## config.mk

```make
export PLATFORM = sky130hd
export DESIGN_NAME = best_fit_block_pool_allocator_unit
export DESIGN_NICKNAME = d
export VERILOG_FILES = /design/src/bfbpa_pkg.sv /design/src/best_fit_block_pool_allocator_unit.sv /design/src/bfbpa_front.sv /design/src/bfbpa_queue.sv /design/src/bfbpa_back.sv
export SDC_FILE = /design/constraint.sdc
export NUM_CORES = 1
export LEC_CHECK = 0
export ABC_AREA = 1
export BUFFER_PORTS_ARGS = -buffer_cell sky130_fd_sc_hd__buf_2
export CAP_MARGIN = 5
export CORE_AREA = 3 3 197 199
export CTS_CLUSTER_DIAMETER = 200
export DETAILED_ROUTE_END_ITERATION = 8
export DIE_AREA = 0 0 200 202
export SYNTH_ARGS = -nofsm -noshare
export SYNTH_HDL_FRONTEND = slang
export SYNTH_SLANG_ARGS = --single-unit
```

## constraint.sdc

```tcl
create_clock -name clock -period 7.55 [get_ports clock]
set_input_delay 0.755 -clock clock [delete_from_list [all_inputs] [get_ports clock]]
set_output_delay 0.755 -clock clock [all_outputs]
set_load 0.02 [all_outputs]
```

## src/bfbpa_pkg.sv

```systemverilog
`timescale 1ns / 1ps
// ----------------------------------------------------------------------------
// bfbpa_pkg
// Shared types and constants of the best-fit block pool allocator.
// ----------------------------------------------------------------------------
package bfbpa_pkg;

   localparam int SIZE_W      = 10;
   localparam int CNT_W       = 6;
   localparam int OFF_W       = 10;
   localparam int NCLS_W      = 2;
   localparam int CLASS_SLOTS = 3;

   localparam int CSR_IDX_W  = 3;
   localparam int CSR_DATA_W = 10;

   localparam logic [CSR_IDX_W-1:0] REG_NUM_CLASSES  = 3'd0;
   localparam logic [CSR_IDX_W-1:0] REG_CLASS0_SIZE  = 3'd1;
   localparam logic [CSR_IDX_W-1:0] REG_CLASS0_COUNT = 3'd2;
   localparam logic [CSR_IDX_W-1:0] REG_CLASS1_SIZE  = 3'd3;
   localparam logic [CSR_IDX_W-1:0] REG_CLASS1_COUNT = 3'd4;
   localparam logic [CSR_IDX_W-1:0] REG_CLASS2_SIZE  = 3'd5;
   localparam logic [CSR_IDX_W-1:0] REG_CLASS2_COUNT = 3'd6;
   localparam logic [CSR_IDX_W-1:0] NUM_REGS         = 3'd7;

   localparam int REQ_TDATA_W = 24;
   localparam int RSP_TDATA_W = 16;

   localparam int QUEUE_DEPTH = 2;
   localparam int QPTR_W      = 1;
   localparam int QCNT_W      = 2;

   typedef enum logic {
      OP_ALLOC = 1'b0,
      OP_FREE  = 1'b1
   } op_type;

   typedef struct packed {
      op_type            op;
      logic [SIZE_W-1:0] request_size;
      logic [OFF_W-1:0]  free_offset;
   } cmd_type;

   typedef struct packed {
      logic [NCLS_W-1:0]                  num_classes;
      logic [CLASS_SLOTS-1:0][SIZE_W-1:0] size;
      logic [CLASS_SLOTS-1:0][CNT_W-1:0]  count;
   } cfg_type;

   typedef struct packed {
      logic [QCNT_W-1:0] count;
   } queue_status_type;

   typedef struct packed {
      logic busy;
      logic commit;
      logic used_any;
   } back_status_type;

   typedef enum logic [1:0] {
      ST_IDLE,
      ST_SCAN,
      ST_COMMIT
   } back_state_type;

endpackage

```

## src/best_fit_block_pool_allocator_unit.sv

```systemverilog
`timescale 1ns / 1ps
// ----------------------------------------------------------------------------
// best_fit_block_pool_allocator_unit
// Fixed-block pool allocator with best-fit allocation and free by offset.
// ----------------------------------------------------------------------------
//  channel  | direction | transaction
//  req_*    | in        | tuser: action; tdata: request_size [9:0], free_offset [19:10]
//  rsp_*    | out       | tuser: ok; tdata: data_offset [9:0]
//  csr_*    | in        | write enable, register index, write data
//
//  For each item the back scan walks B blocks (fewer for a free that matches early)
//  and steps over C class boundaries.
//  The scan sequencer visits one block per cycle; that loop sets the rate.
//  Reset clears the used marks, the registers and all handshake state at once.
//  Requests queue in front while the scan runs; a held result stalls the back.
// ----------------------------------------------------------------------------
module best_fit_block_pool_allocator_unit #(
   parameter int POOL_BYTES   = 1024,
   parameter int HEADER_BYTES = 12,
   parameter int MAX_BLOCKS   = 32
) (
   input  logic                                clock,
   input  logic                                reset,
   input  logic                                req_tvalid,
   output logic                                req_tready,
   input  logic [bfbpa_pkg::REQ_TDATA_W-1:0]   req_tdata,   // request_size, free_offset
   input  logic                                req_tuser,   // action
   output logic                                rsp_tvalid,
   input  logic                                rsp_tready,
   output logic [bfbpa_pkg::RSP_TDATA_W-1:0]   rsp_tdata,   // data_offset
   output logic                                rsp_tuser,   // ok
   input  logic                                csr_we,
   input  logic [bfbpa_pkg::CSR_IDX_W-1:0]     csr_index,
   input  logic [bfbpa_pkg::CSR_DATA_W-1:0]    csr_wdata
);
   import bfbpa_pkg::*;

   cfg_type          cfg_ff, cfg_in;
   logic             cfg_clear;
   logic             f_valid, f_ready;
   cmd_type          f_cmd;
   logic             q_valid, q_pop;
   cmd_type          q_cmd;
   queue_status_type q_status;
   back_status_type  b_status;

   assign cfg_clear = csr_we && (csr_index < NUM_REGS);

   always_comb begin
      cfg_in = cfg_ff;
      if (csr_we) begin
         unique case (csr_index)
            REG_NUM_CLASSES:  cfg_in.num_classes = csr_wdata[NCLS_W-1:0];
            REG_CLASS0_SIZE:  cfg_in.size[0]     = csr_wdata[SIZE_W-1:0];
            REG_CLASS0_COUNT: cfg_in.count[0]    = csr_wdata[CNT_W-1:0];
            REG_CLASS1_SIZE:  cfg_in.size[1]     = csr_wdata[SIZE_W-1:0];
            REG_CLASS1_COUNT: cfg_in.count[1]    = csr_wdata[CNT_W-1:0];
            REG_CLASS2_SIZE:  cfg_in.size[2]     = csr_wdata[SIZE_W-1:0];
            REG_CLASS2_COUNT: cfg_in.count[2]    = csr_wdata[CNT_W-1:0];
            default:          cfg_in             = cfg_ff;
         endcase
      end
   end

   always_ff @(posedge clock) begin
      if (reset) begin
         cfg_ff <= '0;
      end else begin
         cfg_ff <= cfg_in;
      end
   end

   bfbpa_front u_front (
      .clock      (clock),
      .reset      (reset),
      .req_tvalid (req_tvalid),
      .req_tready (req_tready),
      .req_tdata  (req_tdata),
      .req_tuser  (req_tuser),
      .cmd_valid  (f_valid),
      .cmd_ready  (f_ready),
      .cmd        (f_cmd)
   );

   bfbpa_queue u_queue (
      .clock      (clock),
      .reset      (reset),
      .push       (f_valid),
      .push_cmd   (f_cmd),
      .push_ready (f_ready),
      .pop        (q_pop),
      .pop_valid  (q_valid),
      .pop_cmd    (q_cmd),
      .status     (q_status)
   );

   bfbpa_back #(
      .POOL_BYTES   (POOL_BYTES),
      .HEADER_BYTES (HEADER_BYTES),
      .MAX_BLOCKS   (MAX_BLOCKS)
   ) u_back (
      .clock      (clock),
      .reset      (reset),
      .cfg        (cfg_ff),
      .cfg_clear  (cfg_clear),
      .cmd_valid  (q_valid),
      .cmd        (q_cmd),
      .cmd_pop    (q_pop),
      .rsp_tvalid (rsp_tvalid),
      .rsp_tready (rsp_tready),
      .rsp_tdata  (rsp_tdata),
      .rsp_tuser  (rsp_tuser),
      .status     (b_status)
   );

   a_cfg_clears_used: assert property (@(posedge clock) disable iff (reset)
      cfg_clear |=> !b_status.used_any)
      else $error("used marks survive a register write");

   a_queue_bound: assert property (@(posedge clock) disable iff (reset)
      q_status.count <= QCNT_W'(QUEUE_DEPTH))
      else $error("command queue overflow");

   a_rsp_from_commit: assert property (@(posedge clock) disable iff (reset)
      $rose(rsp_tvalid) |-> $past(b_status.commit))
      else $error("result raised without a commit");

   a_fail_zero_offset: assert property (@(posedge clock) disable iff (reset)
      b_status.commit |=> (rsp_tuser || rsp_tdata == '0))
      else $error("failed transaction carries an offset");

   a_pop_only_idle: assert property (@(posedge clock) disable iff (reset)
      q_pop |-> !b_status.busy)
      else $error("command popped while the back is busy");

endmodule

```

## src/bfbpa_front.sv

```systemverilog
`timescale 1ns / 1ps
// ----------------------------------------------------------------------------
// bfbpa_front
// Accepts request transactions, decodes the operation and holds the command
// until the queue takes it.
// ----------------------------------------------------------------------------
module bfbpa_front (
   input  logic                                clock,
   input  logic                                reset,
   input  logic                                req_tvalid,
   output logic                                req_tready,
   input  logic [bfbpa_pkg::REQ_TDATA_W-1:0]   req_tdata,
   input  logic                                req_tuser,
   output logic                                cmd_valid,
   input  logic                                cmd_ready,
   output bfbpa_pkg::cmd_type                  cmd
);
   import bfbpa_pkg::*;

   logic    valid_ff, valid_in;
   cmd_type cmd_ff, cmd_in;
   logic    take;

   assign req_tready = !valid_ff || cmd_ready;
   assign take       = req_tvalid && req_tready;

   always_comb begin
      valid_in = valid_ff;
      cmd_in   = cmd_ff;
      if (valid_ff && cmd_ready) begin
         valid_in = 1'b0;
      end
      if (take) begin
         valid_in            = 1'b1;
         cmd_in.op           = req_tuser ? OP_FREE : OP_ALLOC;
         cmd_in.request_size = req_tdata[SIZE_W-1:0];
         cmd_in.free_offset  = req_tdata[SIZE_W+OFF_W-1:SIZE_W];
      end
   end

   always_ff @(posedge clock) begin
      if (reset) begin
         valid_ff <= 1'b0;
      end else begin
         valid_ff <= valid_in;
      end
   end

   always_ff @(posedge clock) begin
      cmd_ff <= cmd_in;
   end

   assign cmd_valid = valid_ff;
   assign cmd       = cmd_ff;

endmodule

```

## src/bfbpa_queue.sv

```systemverilog
`timescale 1ns / 1ps
// ----------------------------------------------------------------------------
// bfbpa_queue
// Short command queue between the front and the back.
// ----------------------------------------------------------------------------
module bfbpa_queue (
   input  logic                           clock,
   input  logic                           reset,
   input  logic                           push,
   input  bfbpa_pkg::cmd_type             push_cmd,
   output logic                           push_ready,
   input  logic                           pop,
   output logic                           pop_valid,
   output bfbpa_pkg::cmd_type             pop_cmd,
   output bfbpa_pkg::queue_status_type    status
);
   import bfbpa_pkg::*;

   cmd_type           slot_ff [QUEUE_DEPTH];
   logic [QPTR_W-1:0] wr_ptr_ff, wr_ptr_in;
   logic [QPTR_W-1:0] rd_ptr_ff, rd_ptr_in;
   logic [QCNT_W-1:0] cnt_ff, cnt_in;
   logic              do_push, do_pop;

   assign push_ready = cnt_ff != QCNT_W'(QUEUE_DEPTH);
   assign pop_valid  = cnt_ff != '0;
   assign do_push    = push && push_ready;
   assign do_pop     = pop && pop_valid;
   assign pop_cmd    = slot_ff[rd_ptr_ff];

   always_comb begin
      wr_ptr_in = do_push ? wr_ptr_ff + 1'b1 : wr_ptr_ff;
      rd_ptr_in = do_pop ? rd_ptr_ff + 1'b1 : rd_ptr_ff;
      cnt_in    = cnt_ff;
      if (do_push && !do_pop) begin
         cnt_in = cnt_ff + 1'b1;
      end else if (do_pop && !do_push) begin
         cnt_in = cnt_ff - 1'b1;
      end
   end

   always_ff @(posedge clock) begin
      if (reset) begin
         wr_ptr_ff <= '0;
         rd_ptr_ff <= '0;
         cnt_ff    <= '0;
      end else begin
         wr_ptr_ff <= wr_ptr_in;
         rd_ptr_ff <= rd_ptr_in;
         cnt_ff    <= cnt_in;
      end
   end

   always_ff @(posedge clock) begin
      if (do_push) begin
         slot_ff[wr_ptr_ff] <= push_cmd;
      end
   end

   assign status.count = cnt_ff;

endmodule

```

## src/bfbpa_back.sv

```systemverilog
`timescale 1ns / 1ps
// ----------------------------------------------------------------------------
// bfbpa_back
// Walks the carved pool one block per cycle, picks the best-fit free block or
// the matching block to free, updates the used marks and registers the result.
// ----------------------------------------------------------------------------
module bfbpa_back #(
   parameter int POOL_BYTES   = 1024,
   parameter int HEADER_BYTES = 12,
   parameter int MAX_BLOCKS   = 32
) (
   input  logic                                clock,
   input  logic                                reset,
   input  bfbpa_pkg::cfg_type                  cfg,
   input  logic                                cfg_clear,
   input  logic                                cmd_valid,
   input  bfbpa_pkg::cmd_type                  cmd,
   output logic                                cmd_pop,
   output logic                                rsp_tvalid,
   input  logic                                rsp_tready,
   output logic [bfbpa_pkg::RSP_TDATA_W-1:0]   rsp_tdata,
   output logic                                rsp_tuser,
   output bfbpa_pkg::back_status_type          status
);
   import bfbpa_pkg::*;

   localparam int POS_W = $clog2(POOL_BYTES + HEADER_BYTES + (1 << SIZE_W)) + 1;
   localparam int K_W   = $clog2(MAX_BLOCKS + 1);
   localparam int IDX_W = (MAX_BLOCKS > 1) ? $clog2(MAX_BLOCKS) : 1;

   back_state_type     state_ff, state_in;
   cmd_type            cmd_ff, cmd_in;
   logic [NCLS_W-1:0]  cls_ff, cls_in;
   logic [CNT_W-1:0]   j_ff, j_in;
   logic [POS_W-1:0]   pos_ff, pos_in;
   logic [K_W-1:0]     k_ff, k_in;
   logic               found_ff, found_in;
   logic [IDX_W-1:0]   best_ff, best_in;
   logic [SIZE_W-1:0]  best_size_ff, best_size_in;
   logic [POS_W-1:0]   best_data_ff, best_data_in;
   logic [MAX_BLOCKS-1:0] used_ff, used_in;
   logic               rsp_valid_ff, rsp_valid_in;
   logic               rsp_ok_ff, rsp_ok_in;
   logic [OFF_W-1:0]   rsp_off_ff, rsp_off_in;

   logic [SIZE_W-1:0]  cur_size;
   logic [CNT_W-1:0]   cur_count;
   logic [POS_W-1:0]   blk_data;
   logic [POS_W-1:0]   blk_end;
   logic [IDX_W-1:0]   idx;
   logic               fits, k_room, cand_alloc, match_free;

   always_comb begin
      unique case (cls_ff)
         2'd0: begin
            cur_size  = cfg.size[0];
            cur_count = cfg.count[0];
         end
         2'd1: begin
            cur_size  = cfg.size[1];
            cur_count = cfg.count[1];
         end
         2'd2: begin
            cur_size  = cfg.size[2];
            cur_count = cfg.count[2];
         end
         default: begin
            cur_size  = '0;
            cur_count = '0;
         end
      endcase
   end

   assign idx      = k_ff[IDX_W-1:0];
   assign blk_data = pos_ff + POS_W'(HEADER_BYTES);
   assign blk_end  = blk_data + POS_W'(cur_size);
   assign fits     = blk_end <= POS_W'(POOL_BYTES);
   assign k_room   = k_ff < K_W'(MAX_BLOCKS);

   assign cand_alloc = (cmd_ff.op == OP_ALLOC) && !used_ff[idx]
                       && (cur_size >= cmd_ff.request_size)
                       && (!found_ff || (cur_size <= best_size_ff));
   assign match_free = (cmd_ff.op == OP_FREE)
                       && (POS_W'(cmd_ff.free_offset) == blk_data);

   always_comb begin
      state_in     = state_ff;
      cmd_in       = cmd_ff;
      cls_in       = cls_ff;
      j_in         = j_ff;
      pos_in       = pos_ff;
      k_in         = k_ff;
      found_in     = found_ff;
      best_in      = best_ff;
      best_size_in = best_size_ff;
      best_data_in = best_data_ff;
      used_in      = used_ff;
      rsp_valid_in = rsp_valid_ff && !rsp_tready;
      rsp_ok_in    = rsp_ok_ff;
      rsp_off_in   = rsp_off_ff;
      cmd_pop      = 1'b0;

      unique case (state_ff)
         ST_IDLE: begin
            if (cmd_valid) begin
               cmd_pop  = 1'b1;
               cmd_in   = cmd;
               cls_in   = '0;
               j_in     = '0;
               pos_in   = '0;
               k_in     = '0;
               found_in = 1'b0;
               state_in = ST_SCAN;
            end
         end
         ST_SCAN: begin
            if (cls_ff >= cfg.num_classes) begin
               state_in = ST_COMMIT;
            end else if (j_ff >= cur_count) begin
               cls_in = cls_ff + 1'b1;
               j_in   = '0;
            end else if (!k_room || !fits) begin
               state_in = ST_COMMIT;
            end else begin
               if (cand_alloc || match_free) begin
                  found_in     = 1'b1;
                  best_in      = idx;
                  best_size_in = cur_size;
                  best_data_in = blk_data;
               end
               if (match_free) begin
                  state_in = ST_COMMIT;
               end
               pos_in = blk_end;
               k_in   = k_ff + 1'b1;
               j_in   = j_ff + 1'b1;
            end
         end
         ST_COMMIT: begin
            if (!rsp_valid_ff || rsp_tready) begin
               rsp_valid_in = 1'b1;
               rsp_ok_in    = found_ff;
               rsp_off_in   = (found_ff && cmd_ff.op == OP_ALLOC)
                              ? best_data_ff[OFF_W-1:0] : '0;
               if (found_ff) begin
                  used_in[best_ff] = (cmd_ff.op == OP_ALLOC);
               end
               state_in = ST_IDLE;
            end
         end
         default: begin
            state_in = ST_IDLE;
         end
      endcase

      // any register write re-carves the pool
      if (cfg_clear) begin
         used_in = '0;
      end
   end

   always_ff @(posedge clock) begin
      if (reset) begin
         state_ff     <= ST_IDLE;
         used_ff      <= '0;
         rsp_valid_ff <= 1'b0;
      end else begin
         state_ff     <= state_in;
         used_ff      <= used_in;
         rsp_valid_ff <= rsp_valid_in;
      end
   end

   always_ff @(posedge clock) begin
      cmd_ff       <= cmd_in;
      cls_ff       <= cls_in;
      j_ff         <= j_in;
      pos_ff       <= pos_in;
      k_ff         <= k_in;
      found_ff     <= found_in;
      best_ff      <= best_in;
      best_size_ff <= best_size_in;
      best_data_ff <= best_data_in;
      rsp_ok_ff    <= rsp_ok_in;
      rsp_off_ff   <= rsp_off_in;
   end

   assign rsp_tvalid = rsp_valid_ff;
   assign rsp_tuser  = rsp_ok_ff;
   assign rsp_tdata  = {{(RSP_TDATA_W-OFF_W){1'b0}}, rsp_off_ff};

   assign status.busy     = state_ff != ST_IDLE;
   assign status.commit   = (state_ff == ST_COMMIT) && (!rsp_valid_ff || rsp_tready);
   assign status.used_any = |used_ff;

endmodule

```

==> flow_summary.toml <==
[setup_path]
cp_data_required_time_ps = 7700
cp_data_arrival_time_ps = 4840
cp-start-kind = "flip-flop"
critPathKind = "flip-flop to flip-flop"
path_max_fanout = 19
cp-end-kind = "flip-flop"

[power]
p_leak_nw = 5.463
peakVddDrop_uv = 161.1
clkPwrFrac_pct = 28.5
internal_power_w = 0.002809
seqPwrFrac_pct = 41.6
p_switching_w = 0.001557
swShare_pct = 35.66
comb_power_share_pct = 29.9
powerDensity_mw_per_mm2 = 340.1

[worst_hold_path]
hold_class = "primary input to flip-flop"

[synthesis]
async_flop_share_pct = 0
synth-seq-area-share_pct = 55.97
synth_top_area_cell = "edfxtp_1"
ys.flop_type = "edfxtp_1"
ys_types = 45
yosysWarningCount = 0
synthTopCellsByArea = "edfxtp_1 (40%), dfxtp_1 (16%), nor2_1 (8.3%)"
syn_area_sq_mm = 0.01116
ys_ff_latch = 238
avgSynthCellArea_sq_um = 8.857
synth_top_area_share_pct = 39.83
syn_inst = 1260
synth_edf_count = 148

[cells_and_area]
nFillCells = 3817
areaGrowthSynthToFinish_pct = 15.01
final_cell_mix = "nor2_1 (245), nand2_1 (231), inv_1 (152)"
final_core_util_pct = 34.32
antennaDiodeCount = 0
fin_nets = 1402
drive_gt1_share_pct = 10.92
final_common_cell = "nor2_1"

[clock_tree]
root_buffer = "clkbuf_16"
cts_resized = 0
tritoncts = "yes"
cts_buffer_depth = 3
cts_buffers = 27
postCtsSetupRepairBufs = 0
ctsHoldBuffers = 0
clkTransAtPathRegs_ps = 60
clock-sinks = 238
clk-insertion-delay-late_ps = 530
cts_htree_levels = 1

[sta]
setup_slack_ps = 2857
finalCritPeriodShare_pct = 62.15
max_slew.worst_pin.slew_ps = 1128
drv_slew = 0
finalCriticalPeriod_ps = 4693
fin_skew_ps = 8.215
maxClockFrequency_mhz = 213.1
rsz0062_at_grt = "no"
setup_viol = 0
slew_headroom_pct = 24.71
hold_violations = 0
tns_ps = 0

[detailed_routing]
first_iter_violations = 619
routed_wl_mm = 24.61
vias_per_cell = 4.468
num_vias = 8257
ant_nets = 0
wl_per_cell_um = 13.31
route.detailed.drc = 0
first_pass_iters = 5

[global_routing]
grt_max_degree = 55
grt_usage_pct = 12.10
grt_pass1_wl_mm = 39.79
antenna_found_initial = 0
gr-total-overflow = 0
grt_pass1_vias = 7845

[status]
status = "finished clean"

[placed_design]
port-buffer-count = 51
gp_congestion = 0.8432
dp_slack_ps = 2847
dp_hpwl_mm = 17.13

[die]
initial_core_util_pct = 29.84
boundaryPins = 62
die_x_um = 200
die_y_um = 202
dieArea_sq_mm = 0.04040
row_count = 71
core-area_sq_mm = 0.03740

[flow_run]
cap_violations = 0
layer usage:
layer	vias to the layer above	routed length, um	GRT usage (%)	part of all wire (%)
li1	4248	-	-	-
met1	3782	11160	16.15	45
met2	176	11470	19.85	47
met3	51	1272	2.084	5.2
met4	0	699	4.138	2.8
met5	-	0	0	0
final timing paths:
| check | from | to | slack, ps | cells past startpoint |
|---|---|---|---|---|
| min | req_tdata[14] | u_front.cmd[4] | 400 | 1 |
| min reg2reg | u_front.cmd[19] | u_queue.slot_ff[1][19] | 440 | 0 |
| max | u_back.cls_ff[0] | u_back.pos_ff[4] | 2860 | 22 |
| max reg2reg | u_back.cls_ff[0] | u_back.pos_ff[4] | 2860 | 22 |
state kept, by name, indices dropped and copies added, names as in the netlist, 5 cells and up:
signal,cells
u_back.best_size_ff,10
u_front.cmd,21
u_back.pos_ff,13
u_back.k_ff,6
u_back.cmd_ff,21
u_back.best_data_ff,10
u_back.rsp_off_ff,10
cfg_ff,50
u_back.j_ff,6
u_queue.slot_ff,42
u_back.used_ff,32
u_back.best_ff,5
logic make-up after synthesis:
group | after synthesis | synth area share, %
simple gates | 585 | 21.72
flops | 238 | 55.97
buf+inv | 200 | 6.985
compound gates | 180 | 9.351
fa+ha+maj | 42 | 4.776
xor+xnor | 14 | 1.166
other cells | 1 | 0.03360
power groups by stage:
stage | combinational (W) | clock (W) | sequential (W)
floorplan | 0.000969 | 0 | 0.00181
global placement | 0.00129 | 0 | 0.00184
detailed placement | 0.00131 | 0 | 0.00184
CTS | 0.00132 | 0.00129 | 0.00182
global route | 0.00149 | 0.00134 | 0.00184
finish | 0.00130 | 0.00125 | 0.00182
stage by stage:
stage | power, W | hold slack, ps | cells | area (sq um)
3_5_place_dp | 0.003153 | 429.0 | 1799 | 11990
2_1_floorplan | 0.002776 | 421.5 | 1265 | 11180
5_1_grt | 0.004676 | 364.1 | 1848 | 12830
6_report | 0.004366 | 395.8 | 1848 | 12830
4_1_cts | 0.004421 | 362.6 | 1848 | 12830
3_3_place_gp | 0.003124 | 424.5 | 1799 | 11990
worst max-delay path, stage by stage, from the launching register on:
cell and delay (ps):
edfxtp_1 450, inv_1 130, ha_1 670, nand2_1 120
nand3_1 110, nand2_1 120, inv_1 140, ha_1 170
inv_1 60, fa_1 420, nor2_1 120, nor2_1 70
nor2_1 110, nand2_2 80, nand3_1 80, nand2_1 60
nor2_1 110, nand2_1 70, nor2_2 100, nand2_1 70
nand2_2 100, nand2_1 100, a21oi_2 850
cell usage after synthesis (2+ instances only):
| library cell | n |
|---|---|
| a211oi_1 | 24 |
| a311oi_1 | 8 |
| nand2_1 | 231 |
| o21a_1 | 3 |
| a31oi_1 | 2 |
| inv_1 | 152 |
| nand3_1 | 54 |
| o221ai_1 | 2 |
| o21bai_1 | 4 |
| clkbuf_1 | 25 |
| nor3_1 | 9 |
| nor2_1 | 246 |
| xnor2_1 | 8 |
| xor2_1 | 5 |
| a21oi_1 | 46 |
| nand4_1 | 6 |
| edfxtp_1 | 148 |
| a21oi_2 | 2 |
| nand2_2 | 20 |
| ha_1 | 41 |
| o21ai_0 | 80 |
| clkinv_1 | 6 |
| o22ai_1 | 2 |
| buf_2 | 4 |
| inv_2 | 5 |
| nor2_2 | 4 |
| dfxtp_1 | 90 |
| or2_2 | 2 |
| o211ai_1 | 4 |
| buf_4 | 6 |
| nand3_2 | 7 |
cell type report:
cell class                      instances  area, sq um  share of cell area, %
Timing Repair Buffer                   60        322.8                  2.515
Clock inverter                         11        87.58                 0.6824
Inverter                              163        611.8                  4.767
Sequential cell                       238         6246                  48.66
Clock buffer                           38        758.2                  5.908
Multi-Input combinational cell        827         4169                  32.48
Tap cell                              511        639.4                  4.981
Note: power is estimated with default switching activity, not from simulation.
